--- src/rtl/wsa_pkg.sv ---
// wsa_pkg: types, constants and layout functions of the window slot allocator
// no dependencies; imported by wsa_addr and window_slot_allocator

package wsa_pkg;

    // fixed beat layouts
    localparam int IN_TDATA_W  = 48;
    localparam int OUT_TDATA_W = 176;
    localparam int CFG_ADDR_W  = 3;

    // allocation map row geometry
    localparam int ROW_W  = 32;
    localparam int ROW_SH = 5;

    // register window offset inside the aperture
    localparam logic [63:0] REG_OFFSET = 64'h0000_0000_1fc0_0000;

    // configuration register indexes
    localparam logic [CFG_ADDR_W-1:0] CFG_BAR_BASE = 3'd0;
    localparam logic [CFG_ADDR_W-1:0] CFG_MODE     = 3'd1;
    localparam logic [CFG_ADDR_W-1:0] CFG_CLASS0   = 3'd2;
    localparam logic [CFG_ADDR_W-1:0] CFG_CLASS1   = 3'd3;
    localparam logic [CFG_ADDR_W-1:0] CFG_CLASS2   = 3'd4;
    localparam logic [CFG_ADDR_W-1:0] CFG_CLASS3   = 3'd5;

    // layout modes
    localparam logic [1:0] MODE_A    = 2'd0;
    localparam logic [1:0] MODE_B    = 2'd1;
    localparam logic [1:0] MODE_NONE = 2'd2;

    localparam logic [1:0] LARGEST_CLASS = 2'd3;

    typedef enum logic [1:0] {
        CMD_ALLOC = 2'd0,
        CMD_FREE  = 2'd1,
        CMD_QUERY = 2'd2,
        CMD_NOP   = 2'd3
    } cmd_t;

    typedef enum logic [1:0] {
        STAT_OK        = 2'd0,
        STAT_NONE_FREE = 2'd1,
        STAT_INVALID   = 2'd2,
        STAT_UNSUP     = 2'd3
    } status_t;

    typedef enum logic [2:0] {
        S_IDLE,
        S_SCAN,
        S_FREE,
        S_ADDR,
        S_OUT
    } state_t;

    typedef struct packed {
        logic [63:0]      bar_base;
        logic [1:0]       mode;
        logic [3:0][32:0] size;
    } cfg_t;

    typedef struct packed {
        logic        ok;
        logic [1:0]  cls;
        logic [7:0]  start;
    } loc_t;

    typedef struct packed {
        logic        done;
        status_t     status;
        logic [32:0] size;
        logic [63:0] win_addr;
        logic [63:0] reg_addr;
    } addr_res_t;

    // windows per class for a layout
    function automatic logic [7:0] class_count(input logic [1:0] mode, input logic [1:0] k);
        logic [7:0] n;
        n = '0;
        unique case (mode)
            MODE_A:
            begin
                unique case (k)
                    2'd0: n = 8'd156;
                    2'd1: n = 8'd10;
                    2'd2: n = 8'd20;
                    2'd3: n = 8'd0;
                endcase
            end
            MODE_B:
            begin
                unique case (k)
                    2'd0: n = 8'd0;
                    2'd1: n = 8'd202;
                    2'd2: n = 8'd0;
                    2'd3: n = 8'd8;
                endcase
            end
            default: n = '0;
        endcase
        return n;
    endfunction

    // first index of a class for a layout
    function automatic logic [7:0] class_start(input logic [1:0] mode, input logic [1:0] k);
        logic [7:0] s;
        s = '0;
        unique case (mode)
            MODE_A:
            begin
                unique case (k)
                    2'd0: s = 8'd0;
                    2'd1: s = 8'd156;
                    2'd2: s = 8'd166;
                    2'd3: s = 8'd186;
                endcase
            end
            MODE_B:
            begin
                unique case (k)
                    2'd0: s = 8'd0;
                    2'd1: s = 8'd0;
                    2'd2: s = 8'd202;
                    2'd3: s = 8'd202;
                endcase
            end
            default: s = '0;
        endcase
        return s;
    endfunction

    // class size, zero when the layout has no windows there
    function automatic logic [32:0] eff_size(input cfg_t cfg, input logic [1:0] k);
        return (class_count(cfg.mode, k) != 8'd0) ? cfg.size[k] : 33'd0;
    endfunction

    // index times register stride
    function automatic logic [11:0] stride_term(input logic [1:0] mode, input logic [7:0] g);
        logic [11:0] t;
        t = '0;
        unique case (mode)
            MODE_A:  t = {1'b0, g, 3'b000};
            MODE_B:  t = {1'b0, g, 3'b000} + {2'b00, g, 2'b00};
            default: t = '0;
        endcase
        return t;
    endfunction

    // class of an index under a layout
    function automatic loc_t locate(input logic [1:0] mode, input logic [7:0] g);
        loc_t r;
        logic [8:0] lo;
        logic [8:0] hi;
        r = '0;
        for (int k = 3; k >= 0; k--)
        begin
            lo = {1'b0, class_start(mode, 2'(k))};
            hi = lo + {1'b0, class_count(mode, 2'(k))};
            if (({1'b0, g} >= lo) && ({1'b0, g} < hi))
            begin
                r.ok    = 1'b1;
                r.cls   = 2'(k);
                r.start = lo[7:0];
            end
        end
        return r;
    endfunction

endpackage

--- src/rtl/wsa_ram.sv ---
// wsa_ram: generic single-write, single-read ram with registered read data
// no dependencies; holds the allocation map rows

module wsa_ram #(
    parameter int WIDTH = 32,
    parameter int DEPTH = 8
) (
    input  logic                                      clk,
    input  logic                                      wr_en,
    input  logic [((DEPTH > 1) ? $clog2(DEPTH) : 1)-1:0] wr_addr,
    input  logic [WIDTH-1:0]                          wr_data,
    input  logic                                      rd_en,
    input  logic [((DEPTH > 1) ? $clog2(DEPTH) : 1)-1:0] rd_addr,
    output logic [WIDTH-1:0]                          rd_data
);

    logic [WIDTH-1:0] mem [DEPTH];
    logic [WIDTH-1:0] rd_data_reg;

    // write port
    always_ff @(posedge clk)
    begin
        if (wr_en)
        begin
            mem[wr_addr] <= wr_data;
        end
    end

    // registered read port
    always_ff @(posedge clk)
    begin
        if (rd_en)
        begin
            rd_data_reg <= mem[rd_addr];
        end
    end

    assign rd_data = rd_data_reg;

endmodule

--- src/rtl/wsa_addr.sv ---
// wsa_addr: window and register address sequencer, one multiply-accumulate per class
// depends on wsa_pkg

module wsa_addr (
    input  logic               clk,
    input  logic               rst_n,
    input  logic               start,
    input  logic [7:0]         g,
    input  wsa_pkg::cfg_t      cfg,
    output wsa_pkg::addr_res_t res
);
    import wsa_pkg::*;

    logic        busy_reg, busy_next;
    logic [2:0]  k_reg, k_next;
    logic        prod_vld_reg, prod_vld_next;
    logic [1:0]  cls_reg;
    logic [7:0]  off_reg;
    logic [40:0] prod_reg;
    logic [63:0] acc_reg;
    logic [63:0] reg_addr_reg;

    loc_t        loc;
    logic        issue;
    logic        done;
    logic        unsup;
    logic [7:0]  mul_a;
    logic [32:0] mul_b;

    // class of the window being reported
    assign loc = locate(cfg.mode, g);

    // one product per class up to and including the window's own class
    assign issue = busy_reg && (k_reg <= {1'b0, cls_reg});
    assign done  = busy_reg && !issue && !prod_vld_reg;
    assign mul_a = (k_reg[1:0] < cls_reg) ? class_count(cfg.mode, k_reg[1:0]) : off_reg;
    assign mul_b = eff_size(cfg, k_reg[1:0]);

    // sequencer control
    always_comb
    begin
        busy_next     = busy_reg;
        k_next        = k_reg;
        prod_vld_next = prod_vld_reg;
        if (start)
        begin
            busy_next     = 1'b1;
            k_next        = '0;
            prod_vld_next = 1'b0;
        end
        else if (busy_reg)
        begin
            prod_vld_next = issue;
            if (issue)
            begin
                k_next = k_reg + 3'd1;
            end
            if (done)
            begin
                busy_next = 1'b0;
            end
        end
    end

    always_ff @(posedge clk or negedge rst_n)
    begin
        if (!rst_n)
        begin
            busy_reg     <= 1'b0;
            k_reg        <= '0;
            prod_vld_reg <= 1'b0;
        end
        else
        begin
            busy_reg     <= busy_next;
            k_reg        <= k_next;
            prod_vld_reg <= prod_vld_next;
        end
    end

    // multiply stage and accumulator
    always_ff @(posedge clk)
    begin
        if (start)
        begin
            cls_reg      <= loc.cls;
            off_reg      <= g - loc.start;
            acc_reg      <= cfg.bar_base;
            reg_addr_reg <= cfg.bar_base + REG_OFFSET + 64'(stride_term(cfg.mode, g));
        end
        else
        begin
            if (issue)
            begin
                prod_reg <= 41'(mul_a) * 41'(mul_b);
            end
            if (prod_vld_reg)
            begin
                acc_reg <= acc_reg + 64'(prod_reg);
            end
        end
    end

    // result fields
    assign unsup = (cfg.mode == MODE_B) && (cls_reg == LARGEST_CLASS);

    always_comb
    begin
        res.done     = done;
        res.status   = unsup ? STAT_UNSUP : STAT_OK;
        res.size     = eff_size(cfg, cls_reg);
        res.win_addr = unsup ? 64'd0 : acc_reg;
        res.reg_addr = reg_addr_reg;
    end

endmodule

--- src/rtl/window_slot_allocator.sv ---
// window_slot_allocator: top level, command sequencer and allocation map control
// depends on wsa_pkg, wsa_ram and wsa_addr
//
// channel   dir  handshake          payload (lowest bits first)
// s_*       in   s_tvalid/s_tready  tuser: cmd; tdata: request_size, entry_index
// m_*       out  m_tvalid/m_tready  tuser: status; tdata: granted_index, window_size,
//                                   window_address, reg_address
// cfg_*     in   cfg_we             cfg_addr register index, cfg_wdata value
//
// one command at a time through a map ram of 32-bit rows, one row read per scan cycle
// path from accept to result valid: allocate scan, address, output; nothing free
// scan, output; free command free, address, output; query address, output; invalid
// or unused command output; the address state runs the multiply-accumulate in wsa_addr
// reset clears a per-row valid flag, so no clearing pass is needed
// a result waiting on m_tready stalls the block only when the next one is finished

module window_slot_allocator #(
    parameter int MAX_WINDOWS = 256
) (
    input  logic                               clk,
    input  logic                               rst_n,
    input  logic                               cfg_we,
    input  logic [wsa_pkg::CFG_ADDR_W-1:0]     cfg_addr,
    input  logic [63:0]                        cfg_wdata,
    input  logic                               s_tvalid,
    output logic                               s_tready,
    input  logic [wsa_pkg::IN_TDATA_W-1:0]     s_tdata,   // request_size, entry_index
    input  logic [1:0]                         s_tuser,   // cmd
    output logic                               m_tvalid,
    input  logic                               m_tready,
    output logic [wsa_pkg::OUT_TDATA_W-1:0]    m_tdata,   // granted_index, window_size,
                                                          // window_address, reg_address
    output logic [1:0]                         m_tuser    // status
);
    import wsa_pkg::*;

    localparam int ROWS  = (MAX_WINDOWS + ROW_W - 1) / ROW_W;
    localparam int RAW   = (ROWS > 1) ? $clog2(ROWS) : 1;
    localparam int GIW   = RAW + ROW_SH;
    localparam int CMP_W = GIW + 8;

    // configuration registers
    cfg_t cfg_reg;

    always_ff @(posedge clk or negedge rst_n)
    begin
        if (!rst_n)
        begin
            cfg_reg.bar_base <= '0;
            cfg_reg.mode     <= MODE_NONE;
            cfg_reg.size     <= '0;
        end
        else if (cfg_we)
        begin
            unique case (cfg_addr)
                CFG_BAR_BASE: cfg_reg.bar_base <= cfg_wdata;
                CFG_MODE:     cfg_reg.mode     <= cfg_wdata[1:0];
                CFG_CLASS0:   cfg_reg.size[0]  <= cfg_wdata[32:0];
                CFG_CLASS1:   cfg_reg.size[1]  <= cfg_wdata[32:0];
                CFG_CLASS2:   cfg_reg.size[2]  <= cfg_wdata[32:0];
                CFG_CLASS3:   cfg_reg.size[3]  <= cfg_wdata[32:0];
                default:      ;
            endcase
        end
    end

    // state and working registers
    state_t            state_reg, state_next;
    logic [32:0]       req_reg;
    logic [7:0]        idx_reg;
    logic [RAW-1:0]    cur_row_reg, cur_row_next;
    logic [ROWS-1:0]   row_vld_reg;

    logic              m_valid_reg;
    status_t           pend_status_reg;
    logic [7:0]        pend_idx_reg;
    logic [32:0]       pend_size_reg;
    logic [63:0]       pend_waddr_reg;
    logic [63:0]       pend_raddr_reg;
    status_t           out_status_reg;
    logic [7:0]        out_idx_reg;
    logic [32:0]       out_size_reg;
    logic [63:0]       out_waddr_reg;
    logic [63:0]       out_raddr_reg;

    // input beat fields
    logic              in_acc;
    cmd_t              in_cmd;
    logic [32:0]       in_req;
    logic [7:0]        in_idx;
    loc_t              in_loc;
    logic              in_ok;

    assign s_tready = (state_reg == S_IDLE);
    assign in_acc   = s_tvalid && s_tready;
    assign in_cmd   = cmd_t'(s_tuser);
    assign in_req   = s_tdata[32:0];
    assign in_idx   = s_tdata[40:33];
    assign in_loc   = locate(cfg_reg.mode, in_idx);
    assign in_ok    = in_loc.ok && (32'(in_idx) < MAX_WINDOWS);

    // map ram
    logic              rd_en;
    logic [RAW-1:0]    rd_addr;
    logic [ROW_W-1:0]  rd_data;
    logic              wr_en;
    logic [RAW-1:0]    wr_addr;
    logic [ROW_W-1:0]  wr_data;

    wsa_ram #(
        .WIDTH (ROW_W),
        .DEPTH (ROWS)
    ) u_map (
        .clk     (clk),
        .wr_en   (wr_en),
        .wr_addr (wr_addr),
        .wr_data (wr_data),
        .rd_en   (rd_en),
        .rd_addr (rd_addr),
        .rd_data (rd_data)
    );

    // address sequencer
    logic              au_start;
    logic [7:0]        au_g;
    addr_res_t         au_res;

    wsa_addr u_addr (
        .clk   (clk),
        .rst_n (rst_n),
        .start (au_start),
        .g     (au_g),
        .cfg   (cfg_reg),
        .res   (au_res)
    );

    // row as stored; a row never written reads as all free
    logic [ROW_W-1:0]  row_q;
    assign row_q = row_vld_reg[cur_row_reg] ? rd_data : '0;

    // classes that satisfy the request, and their index ranges
    logic [3:0]             fit;
    logic [3:0][CMP_W-1:0]  cls_lo;
    logic [3:0][CMP_W-1:0]  cls_hi;
    logic [CMP_W-1:0]       end3;

    always_comb
    begin
        for (int k = 0; k < 4; k++)
        begin
            fit[k] = (eff_size(cfg_reg, 2'(k)) != 33'd0) &&
                     ((req_reg == 33'd0) || (req_reg <= eff_size(cfg_reg, 2'(k))));
            cls_lo[k] = CMP_W'(class_start(cfg_reg.mode, 2'(k)));
            cls_hi[k] = CMP_W'(class_start(cfg_reg.mode, 2'(k)))
                      + CMP_W'(class_count(cfg_reg.mode, 2'(k)));
        end
    end

    assign end3 = cls_hi[3];

    // eligible and free bits of the current row
    logic [ROW_W-1:0]  elig;
    logic [ROW_W-1:0]  free_v;
    logic              hit;
    logic [ROW_SH-1:0] hit_bit;
    logic [7:0]        hit_g;
    logic [CMP_W-1:0]  next_base;
    logic              more_rows;
    logic              any_fit;

    always_comb
    begin
        logic [CMP_W-1:0] gw;
        logic             in_fit;
        for (int j = 0; j < ROW_W; j++)
        begin
            gw     = CMP_W'({cur_row_reg, ROW_SH'(j)});
            in_fit = 1'b0;
            for (int k = 0; k < 4; k++)
            begin
                if (fit[k] && (gw >= cls_lo[k]) && (gw < cls_hi[k]))
                begin
                    in_fit = 1'b1;
                end
            end
            elig[j] = in_fit && (gw < CMP_W'(MAX_WINDOWS));
        end
    end

    assign free_v = ~row_q & elig;
    assign hit    = |free_v;

    // lowest free eligible bit
    always_comb
    begin
        hit_bit = '0;
        for (int j = ROW_W - 1; j >= 0; j--)
        begin
            if (free_v[j])
            begin
                hit_bit = ROW_SH'(j);
            end
        end
    end

    assign hit_g     = 8'({cur_row_reg, hit_bit});
    assign next_base = (CMP_W'(cur_row_reg) + CMP_W'(1)) << ROW_SH;
    assign more_rows = (cur_row_reg != RAW'(ROWS - 1)) && (next_base < end3);
    assign any_fit   = |fit;

    // next state
    always_comb
    begin
        state_next = state_reg;
        unique case (state_reg)
            S_IDLE:
            begin
                if (in_acc)
                begin
                    priority if (in_cmd == CMD_ALLOC)
                        state_next = S_SCAN;
                    else if ((in_cmd == CMD_FREE) && in_ok)
                        state_next = S_FREE;
                    else if ((in_cmd == CMD_QUERY) && in_ok)
                        state_next = S_ADDR;
                    else
                        state_next = S_OUT;
                end
            end
            S_SCAN:
            begin
                priority if (!any_fit)
                    state_next = S_OUT;
                else if (hit)
                    state_next = S_ADDR;
                else if (more_rows)
                    state_next = S_SCAN;
                else
                    state_next = S_OUT;
            end
            S_FREE:
            begin
                state_next = S_ADDR;
            end
            S_ADDR:
            begin
                if (au_res.done)
                begin
                    state_next = S_OUT;
                end
            end
            S_OUT:
            begin
                if (!m_valid_reg || m_tready)
                begin
                    state_next = S_IDLE;
                end
            end
            default: state_next = S_IDLE;
        endcase
    end

    // state outputs
    logic pend_load_inv;
    logic pend_load_none;
    logic pend_load_au;
    logic out_load;

    always_comb
    begin
        rd_en          = 1'b0;
        rd_addr        = cur_row_reg;
        wr_en          = 1'b0;
        wr_addr        = cur_row_reg;
        wr_data        = row_q;
        au_start       = 1'b0;
        au_g           = idx_reg;
        cur_row_next   = cur_row_reg;
        pend_load_inv  = 1'b0;
        pend_load_none = 1'b0;
        pend_load_au   = 1'b0;
        out_load       = 1'b0;
        unique case (state_reg)
            S_IDLE:
            begin
                if (in_acc)
                begin
                    rd_en        = 1'b1;
                    rd_addr      = (in_cmd == CMD_ALLOC) ? '0 : RAW'(in_idx >> ROW_SH);
                    cur_row_next = rd_addr;
                    if ((in_cmd == CMD_QUERY) && in_ok)
                    begin
                        au_start = 1'b1;
                        au_g     = in_idx;
                    end
                    if ((in_cmd != CMD_ALLOC) &&
                        !(((in_cmd == CMD_FREE) || (in_cmd == CMD_QUERY)) && in_ok))
                    begin
                        pend_load_inv = 1'b1;
                    end
                end
            end
            S_SCAN:
            begin
                priority if (!any_fit)
                begin
                    pend_load_none = 1'b1;
                end
                else if (hit)
                begin
                    wr_en    = 1'b1;
                    wr_data  = row_q | (ROW_W'(1) << hit_bit);
                    au_start = 1'b1;
                    au_g     = hit_g;
                end
                else if (more_rows)
                begin
                    rd_en        = 1'b1;
                    rd_addr      = cur_row_reg + RAW'(1);
                    cur_row_next = rd_addr;
                end
                else
                begin
                    pend_load_none = 1'b1;
                end
            end
            S_FREE:
            begin
                wr_en    = 1'b1;
                wr_data  = row_q & ~(ROW_W'(1) << idx_reg[ROW_SH-1:0]);
                au_start = 1'b1;
                au_g     = idx_reg;
            end
            S_ADDR:
            begin
                pend_load_au = au_res.done;
            end
            S_OUT:
            begin
                out_load = !m_valid_reg || m_tready;
            end
            default: ;
        endcase
    end

    // control registers
    always_ff @(posedge clk or negedge rst_n)
    begin
        if (!rst_n)
        begin
            state_reg   <= S_IDLE;
            cur_row_reg <= '0;
            row_vld_reg <= '0;
            m_valid_reg <= 1'b0;
        end
        else
        begin
            state_reg   <= state_next;
            cur_row_reg <= cur_row_next;
            if (wr_en)
            begin
                row_vld_reg[wr_addr] <= 1'b1;
            end
            if (out_load)
            begin
                m_valid_reg <= 1'b1;
            end
            else if (m_tready)
            begin
                m_valid_reg <= 1'b0;
            end
        end
    end

    // command, pending result and output registers
    always_ff @(posedge clk)
    begin
        if (in_acc)
        begin
            req_reg <= in_req;
            idx_reg <= in_idx;
        end
        if (au_start)
        begin
            pend_idx_reg <= au_g;
        end
        if (pend_load_inv)
        begin
            pend_status_reg <= STAT_INVALID;
            pend_idx_reg    <= in_idx;
            pend_size_reg   <= '0;
            pend_waddr_reg  <= '0;
            pend_raddr_reg  <= '0;
        end
        if (pend_load_none)
        begin
            pend_status_reg <= STAT_NONE_FREE;
            pend_idx_reg    <= '0;
            pend_size_reg   <= '0;
            pend_waddr_reg  <= '0;
            pend_raddr_reg  <= '0;
        end
        if (pend_load_au)
        begin
            pend_status_reg <= au_res.status;
            pend_size_reg   <= au_res.size;
            pend_waddr_reg  <= au_res.win_addr;
            pend_raddr_reg  <= au_res.reg_addr;
        end
        if (out_load)
        begin
            out_status_reg <= pend_status_reg;
            out_idx_reg    <= pend_idx_reg;
            out_size_reg   <= pend_size_reg;
            out_waddr_reg  <= pend_waddr_reg;
            out_raddr_reg  <= pend_raddr_reg;
        end
    end

    // output beat
    assign m_tvalid = m_valid_reg;
    assign m_tuser  = out_status_reg;
    assign m_tdata  = {7'b0, out_raddr_reg, out_waddr_reg, out_size_reg, out_idx_reg};

`ifndef SYNTHESIS
    a_done_in_addr: assert property (@(posedge clk) disable iff (!rst_n)
        au_res.done |-> (state_reg == S_ADDR))
        else $error("address sequencer finished outside the address state");

    a_scan_after_read: assert property (@(posedge clk) disable iff (!rst_n)
        (state_reg == S_SCAN) |-> $past(rd_en))
        else $error("map row scanned without a preceding read");

    a_free_row: assert property (@(posedge clk) disable iff (!rst_n)
        (state_reg == S_FREE) |-> ($past(rd_en) && ($past(rd_addr) == cur_row_reg)))
        else $error("free writes back a row that was not read");

    a_out_load: assert property (@(posedge clk) disable iff (!rst_n)
        out_load |=> (m_tvalid && (m_tuser == $past(pend_status_reg))))
        else $error("result not presented after output load");
`endif

endmodule
--- config.mk ---
export PLATFORM = sky130hd
export DESIGN_NAME = window_slot_allocator
export DESIGN_NICKNAME = d
export VERILOG_FILES = /design/src/rtl/wsa_pkg.sv /design/src/rtl/wsa_ram.sv /design/src/rtl/wsa_addr.sv /design/src/rtl/window_slot_allocator.sv
export SDC_FILE = /design/constraint.sdc
export NUM_CORES = 2
export LEC_CHECK = 0
export BUFFER_PORTS_ARGS = -buffer_cell sky130_fd_sc_hd__buf_2
export CORE_UTILIZATION = 53
export CTS_BUF_LIST = sky130_fd_sc_hd__clkbuf_16
export DETAILED_ROUTE_END_ITERATION = 6
export PLACE_DENSITY = 0.7
export SKIP_CTS_REPAIR_TIMING = 1
export SLEW_MARGIN = 15
export SYNTH_ARGS = -nofsm -noshare
export SYNTH_HDL_FRONTEND = slang
export SYNTH_SLANG_ARGS = --single-unit
--- constraint.sdc ---
create_clock -name clk -period 32.9 [get_ports clk]
set_clock_uncertainty 0.05 [all_clocks]
set_input_delay 6.58 -clock clk [delete_from_list [all_inputs] [get_ports clk]]
set_output_delay 6.58 -clock clk [all_outputs]
set_load 0.1 [all_outputs]
# Yosys cells after proc, flatten, opt, wreduce, memory -nomap -nowiden
# Memory sizes are Yosys's and may differ from the RTL's. A register that Yosys moved wholly into a read port is not among the register bits.
# Cells that the tools add are included.
dict set report word_totals {
  regBits 780
  mem_bits_rw 256
  input_bits 122
  word_cells 958
  n_memories 1
}
# name depth width rd rd_clocked_by_memory_dff write_ports line_no
set memory_table {}
lappend memory_table {u_map.mem 8 32 1 1 1 wsa_ram.sv:17} ;# logic [WIDTH-1:0] mem [DEPTH];
dict set report op_classes {
  add_sub_neg 14
  n_mul 1
  order_cmp 283
  eq_ne 22
  n_shift 2
  mux 270
  bitwise_logic 7
  n_reduce_logical 327
}
# op count
set ops {}
lappend ops {{8-bit by 9-bit less-than comparator with 1-bit output} 102}
lappend ops {{8-bit >= comparator} 102}
lappend ops {{64-bit two-way mux} 7}
lappend ops {{33-bit two-way mux} 11}
lappend ops {{1-bit logical AND} 279}
lappend ops {{8-bit by 1-bit >= comparator with 1-bit output, second input constant} 34}
lappend ops {{8-bit less-than comparator} 34}
lappend ops {{5-bit two-way mux} 33}
lappend ops {{1-bit two-way mux} 156}
lappend ops {{33-bit binary-select mux with 2-bit select} 2}
lappend ops {{33-bit <= comparator} 4}
lappend ops {{33-bit nonzero test} 4}
lappend ops {{32-bit two-way mux} 3}
lappend ops {{8-bit case mux with 2 select lines} 6}
lappend ops {{8-bit two-way mux} 9}
lappend ops {{64-bit by 12-bit adder with 64-bit output} 1}
lappend ops {{64-bit by 29-bit adder with 64-bit output, second input constant} 1}
lappend ops {{64-bit by 41-bit adder with 64-bit output} 1}
lappend ops {{32-bit bitwise AND} 2}
lappend ops {{32-bit NOT} 2}
lappend ops {{32-bit case mux with 2 select lines} 1}
lappend ops {{8-bit case mux with 4 select lines} 2}
lappend ops {{1-bit by 5-bit << shifter with 32-bit output, first input constant} 2}
lappend ops {{3-bit two-way mux} 17}
lappend ops {{52 further kinds} 111}

# Depth between registers and ports, before layout
dict set report logic_depth {
  ltp_word 56
  depth_mapped 47
  mapped_depth_nobuf 43
}

# Hierarchy
# From an unflattened synthesis, not the netlist that was laid out.
dict set report hier_totals {
  hier_cells 4965
  hier_area_um2 61263.8
}
# mod instances cells_each area_each_um2 seq_area_each_um2
set modules_own_cells {}
lappend modules_own_cells {window_slot_allocator 1 2198 28175.8 16752.3}
lappend modules_own_cells {wsa_addr 1 2352 22301.4 5500.3}
lappend modules_own_cells {wsa_ram 1 415 10786.6 8648.3}

# Worst setup path before layout
# OpenSTA, ideal clock, no wires.
dict set report synth_timing {
  path_kind {input to register}
  start {input s_tdata[35] (netlist bit)}
  end {register u_addr.reg_addr_reg[63], data pin}
  setup_time_ns 0.258
  arrival_time_ns 13.973
  setup_slack_ns 18.620
  path_stages 35
  path_cell_list {ha_1 nor2b_1 o21a_1 o21a_1 nor2_1 nor2_1 a2111oi_0 a211oi_1 a211oi_1 clkbuf_1 mux2i_1 a21oi_1 o31ai_2 o21ai_0 fa_1 a21o_1 a21oi_1 nor2b_1 o21ai_0 nand2b_1 xor2_1 a22oi_1 nor2_1 ha_1 inv_1 o21bai_1 a21o_1 a21oi_1 o41ai_1 nand2_1 nor3_1 nand4_1 nor2_1 nand4_1 xnor2_1}
}
dict set report synth_via {
  elab_chain_len 14
}
# element line_no
set synth_lines {}
lappend synth_lines {{start: declaration} window_slot_allocator.sv:27} ;# input logic [wsa_pkg::IN_TDATA_W-1:0] s_tdata,
lappend synth_lines {{8-bit by 9-bit less-than comparator with 1-bit output or 8-bit >= comparator (tied branches)} wsa_pkg.sv:158} ;# if (({1'b0, g} >= lo) && ({1'b0, g} < hi))
lappend synth_lines {{1-bit logical AND} wsa_pkg.sv:158}
lappend synth_lines {{11-bit two-way mux (4 in a row)} wsa_pkg.sv:158}
lappend synth_lines {{1-bit logical AND} window_slot_allocator.sv:291} ;# if ((in_cmd == CMD_QUERY) && in_ok)
lappend synth_lines {{8-bit two-way mux *} window_slot_allocator.sv:291}
lappend synth_lines {{8-bit two-way mux *} window_slot_allocator.sv:286} ;# if (in_acc)
lappend synth_lines {{8-bit case mux with 2 select lines *} window_slot_allocator.sv:283} ;# unique case (state_reg)
lappend synth_lines {{11-bit by 10-bit adder with 12-bit output} wsa_pkg.sv:142} ;# MODE_B: t = {1'b0, g, 3'b000} + {2'b00, g, 2'b00};
lappend synth_lines {{12-bit case mux with 2 select lines *} wsa_pkg.sv:140} ;# unique case (mode)
lappend synth_lines {{12-bit two-way mux *} wsa_addr.sv:84} ;# if (start)
lappend synth_lines {{64-bit by 12-bit adder with 64-bit output *} wsa_addr.sv:89} ;# reg_addr_reg <= cfg.bar_base + REG_OFFSET + 64'(stride_term(cfg.mode, g));
lappend synth_lines {{end signal: assignment} wsa_addr.sv:89}
lappend synth_lines {{end: declaration} wsa_addr.sv:21} ;# logic [63:0] reg_addr_reg;
# Every way passes the cells marked *; elsewhere a longest branch is shown, timed or not. The select of a mux whose other input is x is not followed.
# A chain may end at the register's enable or synchronous reset.

# Worst setup path in the final report
# Same ends and word-level chain as after synthesis.

==> qor.yml <==
synth:
  postSynthCellCount: 4807
  synth.distinct_cells: 98
  flops_latches_synth: 1068
  synth-warning-count: 0
  postSynth.asyncResetShare_pct: 20.4
  synth_sequential_area_ratio_pct: 51.6
  synth_area_sq_um: 59900
  postSynthAreaPerCell_sq_um: 12.5
  synth_top_flop_cell: "sky130_fd_sc_hd__edfxtp_1"
  synth_edf_count: 842
layout:
  finalNetCount: 5738
  fraction_of_layout_instances_using_a_drive_strength_above_1_pct: 18.5
  area_delta_synth_final_pct: 11.4
  largest_reg_flops: 256
  final-instance-count-excl-fill: 6676
  final_util_pct: 60.0
sta:
  setup-violations-final: 0
  hold_viol: 0
  slew_headroom_pct: 19.1
  max_freq_mhz: 66.9
  holdWs_ps: 363
  grt_setup_unrepaired: "no"
  final.min_clock_period_ps: 14940
  report.final.slew_viol_count: 0
  totalNegativeSetupSlack_ps: 0
  final.period_utilization_pct: 45.4
  timing_worst_slew_pin_value_ps: 1210
place:
  hpwl_um: 121000
  io_buffers: 287
  numPlacedInstances: 6457
  finalWeightedCongestion: 0.966
grt:
  grt.met1_usage_pct: 36.4
  use_met3_pct: 4.82
  grt_pass1_wl_um: 249000
  grt_busiest_layer: "met2"
  grt_use_met2_pct: 48.1
  globalRoute.totalOverflow: 0
  grt_use_total_pct: 29.0
  grt_pass1_vias: 40000
  grt_antenna_before_repair: 14
  grt_start_max_net_pins: 159
min_path:
  hold_path_startpoint: "pend_waddr_reg[19]"
  worst_hold_path_type: "reg -> reg"
drt:
  drc: 0
  detail_route.iter0.violations: 3454
  route.final.wire_length_um: 166000
  num_vias: 39900
  routed_via_density: 5.98
  drt.antenna.violating_nets: 0
  wl_per_cell_um: 24.8
  dr.pass1.iters: 6
job:
  maxCapViolCount: 0
clocking:
  ctsHtreeMaxLevel: 3
  ctsLongestPathBuffers: 3
  cts_tree: "done"
  clkLatencyLatePin_ps: 730
  cts.sinks: 1068
  cts_root_buffer: "sky130_fd_sc_hd__clkbuf_16"
  cts_inserted_buffers: 109
  cts.clk_slew.worst_paths_ps: 60
pwr:
  power_switching_uw: 1060
  post-layout-total-power_uw: 3550
  vdd_drop_max_mv: 0.0512
  power_density_normalized_to_cell_area_nw_per_um2: 53.2
  power.share.clock_pct: 34.6
  seqPwrFrac_pct: 45.6
  total_leakage_power_uw: 0.0263
  cellInternalPower_uw: 2490
  power.share.switching_pct: 29.9
  comb_power_share_pct: 19.8
die:
  coreArea_sq_um: 111000
  floorplan.initialDensity_pct: 53.8
  die_height_um: 338
  fp-row-count: 122
  io-pin-count: 302
  chipWidth_um: 338
  die_area_sq_um: 114000
worst_setup_path:
  endpoint_kind: "flip-flop"
  worst_setup_path_start_kind: "primary input"
  crit_path_max_incr_delay_ps: 910
  r2r_start: "cfg_reg[132]"
  crit_type: "in -> reg"
  cp_data_arrival_time_ps: 15370
  origin_of_the_worst_setup_path: "s_tdata[35]"
  cp_slowest_cell: "sky130_fd_sc_hd__o41ai_2"
  critical_path.max_fanout: 14
  critPathRequiredTime_ps: 33330
status:
  outcome: "complete, no violations"
## critical path: cells and delay by family
kind / cells / cell delay [ps]
xor+xnor: 1 / 140
mux: 1 / 140
fa+ha+maj: 4 / 1350
compound gates: 18 / 4550
simple gates: 10 / 2140
buf+inv: 2 / 460
## power groups by stage
stage / Sequential (uW) / Clock (uW) / Combinational [uW]
after global placement: 1640 / 0 / 681
after global routing: 1620 / 1300 / 766
after floorplan: 1580 / 0 / 490
after detailed placement: 1640 / 0 / 692
after CTS: 1620 / 1240 / 697
final: 1620 / 1230 / 703
## cell families (layout without fill, tap and decap cells)
family | count (synthesis) | in the layout | synth area share (%)
adder cells (fa/ha/maj) | 535 | 535 | 13.6
multiplexers | 382 | 382 | 9.47
flip-flops | 1068 | 1068 | 51.6
AO/OA/AOI/OAI | 706 | 706 | 7.76
AND/OR/NAND/NOR | 1480 | 1480 | 12.1
other | 1 | 20 | 0.00626
XOR/XNOR | 161 | 161 | 2.35
buffers and inverters | 474 | 836 | 3.11
## final cells by class
| class | instances | area (sq um) |
|---|---|---|
| flip-flops and latches | 1068 | 30900 |
| fillers | 8737 | 44600 |
| repair buffers | 353 | 1970 |
| well taps | 1488 | 1860 |
| clock buffers | 110 | 2750 |
| diodes | 13 | 32.5 |
| clock inverters | 95 | 808 |
| inverters | 278 | 1050 |
| multi-input cells | 3271 | 27300 |
## cells in the mapped netlist (all sizes together), types with 22 or more instances
cell type	instances	area share, %
o211ai	30	0.38
dfrtp	217	9.1
xor2	55	0.80
nor3	54	0.46
mux2	239	4.5
nand3	73	0.61
a211oi	23	0.30
edfxtp	842	42
xnor2	106	1.6
a21oi	193	1.6
inv	275	1.7
nand2b	40	0.42
nor4	52	0.58
nor2b	89	0.93
nand2	537	3.4
mux4	124	4.7
a21o	68	0.85
fa	190	6.4
and2	192	2.0
buf	41	0.40
nor2	248	1.6
and3	74	0.77
nand4	46	0.49
or2	22	0.23
o21ai	159	1.3
o21a	33	0.41
ha	345	7.2
clkbuf	155	0.97
## routing by layer
layer	vias to the layer above	part of all wire, %
li1	18100	-
met1	19900	39
met2	1550	48
met3	410	6.7
met4	10	5.6
met5	-	0.048
## through the flow
stage | setup slack [ps] | area [sq um]
final | 17960 | 66700
after global routing | 17360 | 66700
after CTS | 17990 | 66700
after detailed placement | 17250 | 63100
after global placement | 17390 | 63100
after floorplan | 18620 | 59900
## path summary, 6_finish.rpt
path,slack [ps],cells after the start,endpoint
setup / recovery,17960,36,u_addr.reg_addr_reg[63]
hold / removal,360,0,out_waddr_reg[19]
setup reg to reg,20110,44,u_addr.reg_addr_reg[63]
hold reg to reg,360,0,out_waddr_reg[19]
max in group asynchronous,25370,2,cfg_reg[168]
min in group asynchronous,5870,1,cfg_reg[111]
## placed cells by master (no fill, tap or decap), drive strengths merged, types with 73 or more instances in the layout
| master | count |
|---|---|
| clkbuf | 110 |
| fa | 190 |
| o21ai | 159 |
| mux4 | 124 |
| ha | 345 |
| buf | 353 |
| and2 | 192 |
| nand2 | 537 |
| xnor2 | 106 |
| nor2b | 89 |
| edfxtp | 842 |
| and3 | 74 |
| nor2 | 248 |
| nand3 | 73 |
| a21oi | 193 |
| inv | 303 |
| dfrtp | 217 |
| mux2 | 239 |
No activity file was read; power rests on OpenSTA's default activity.
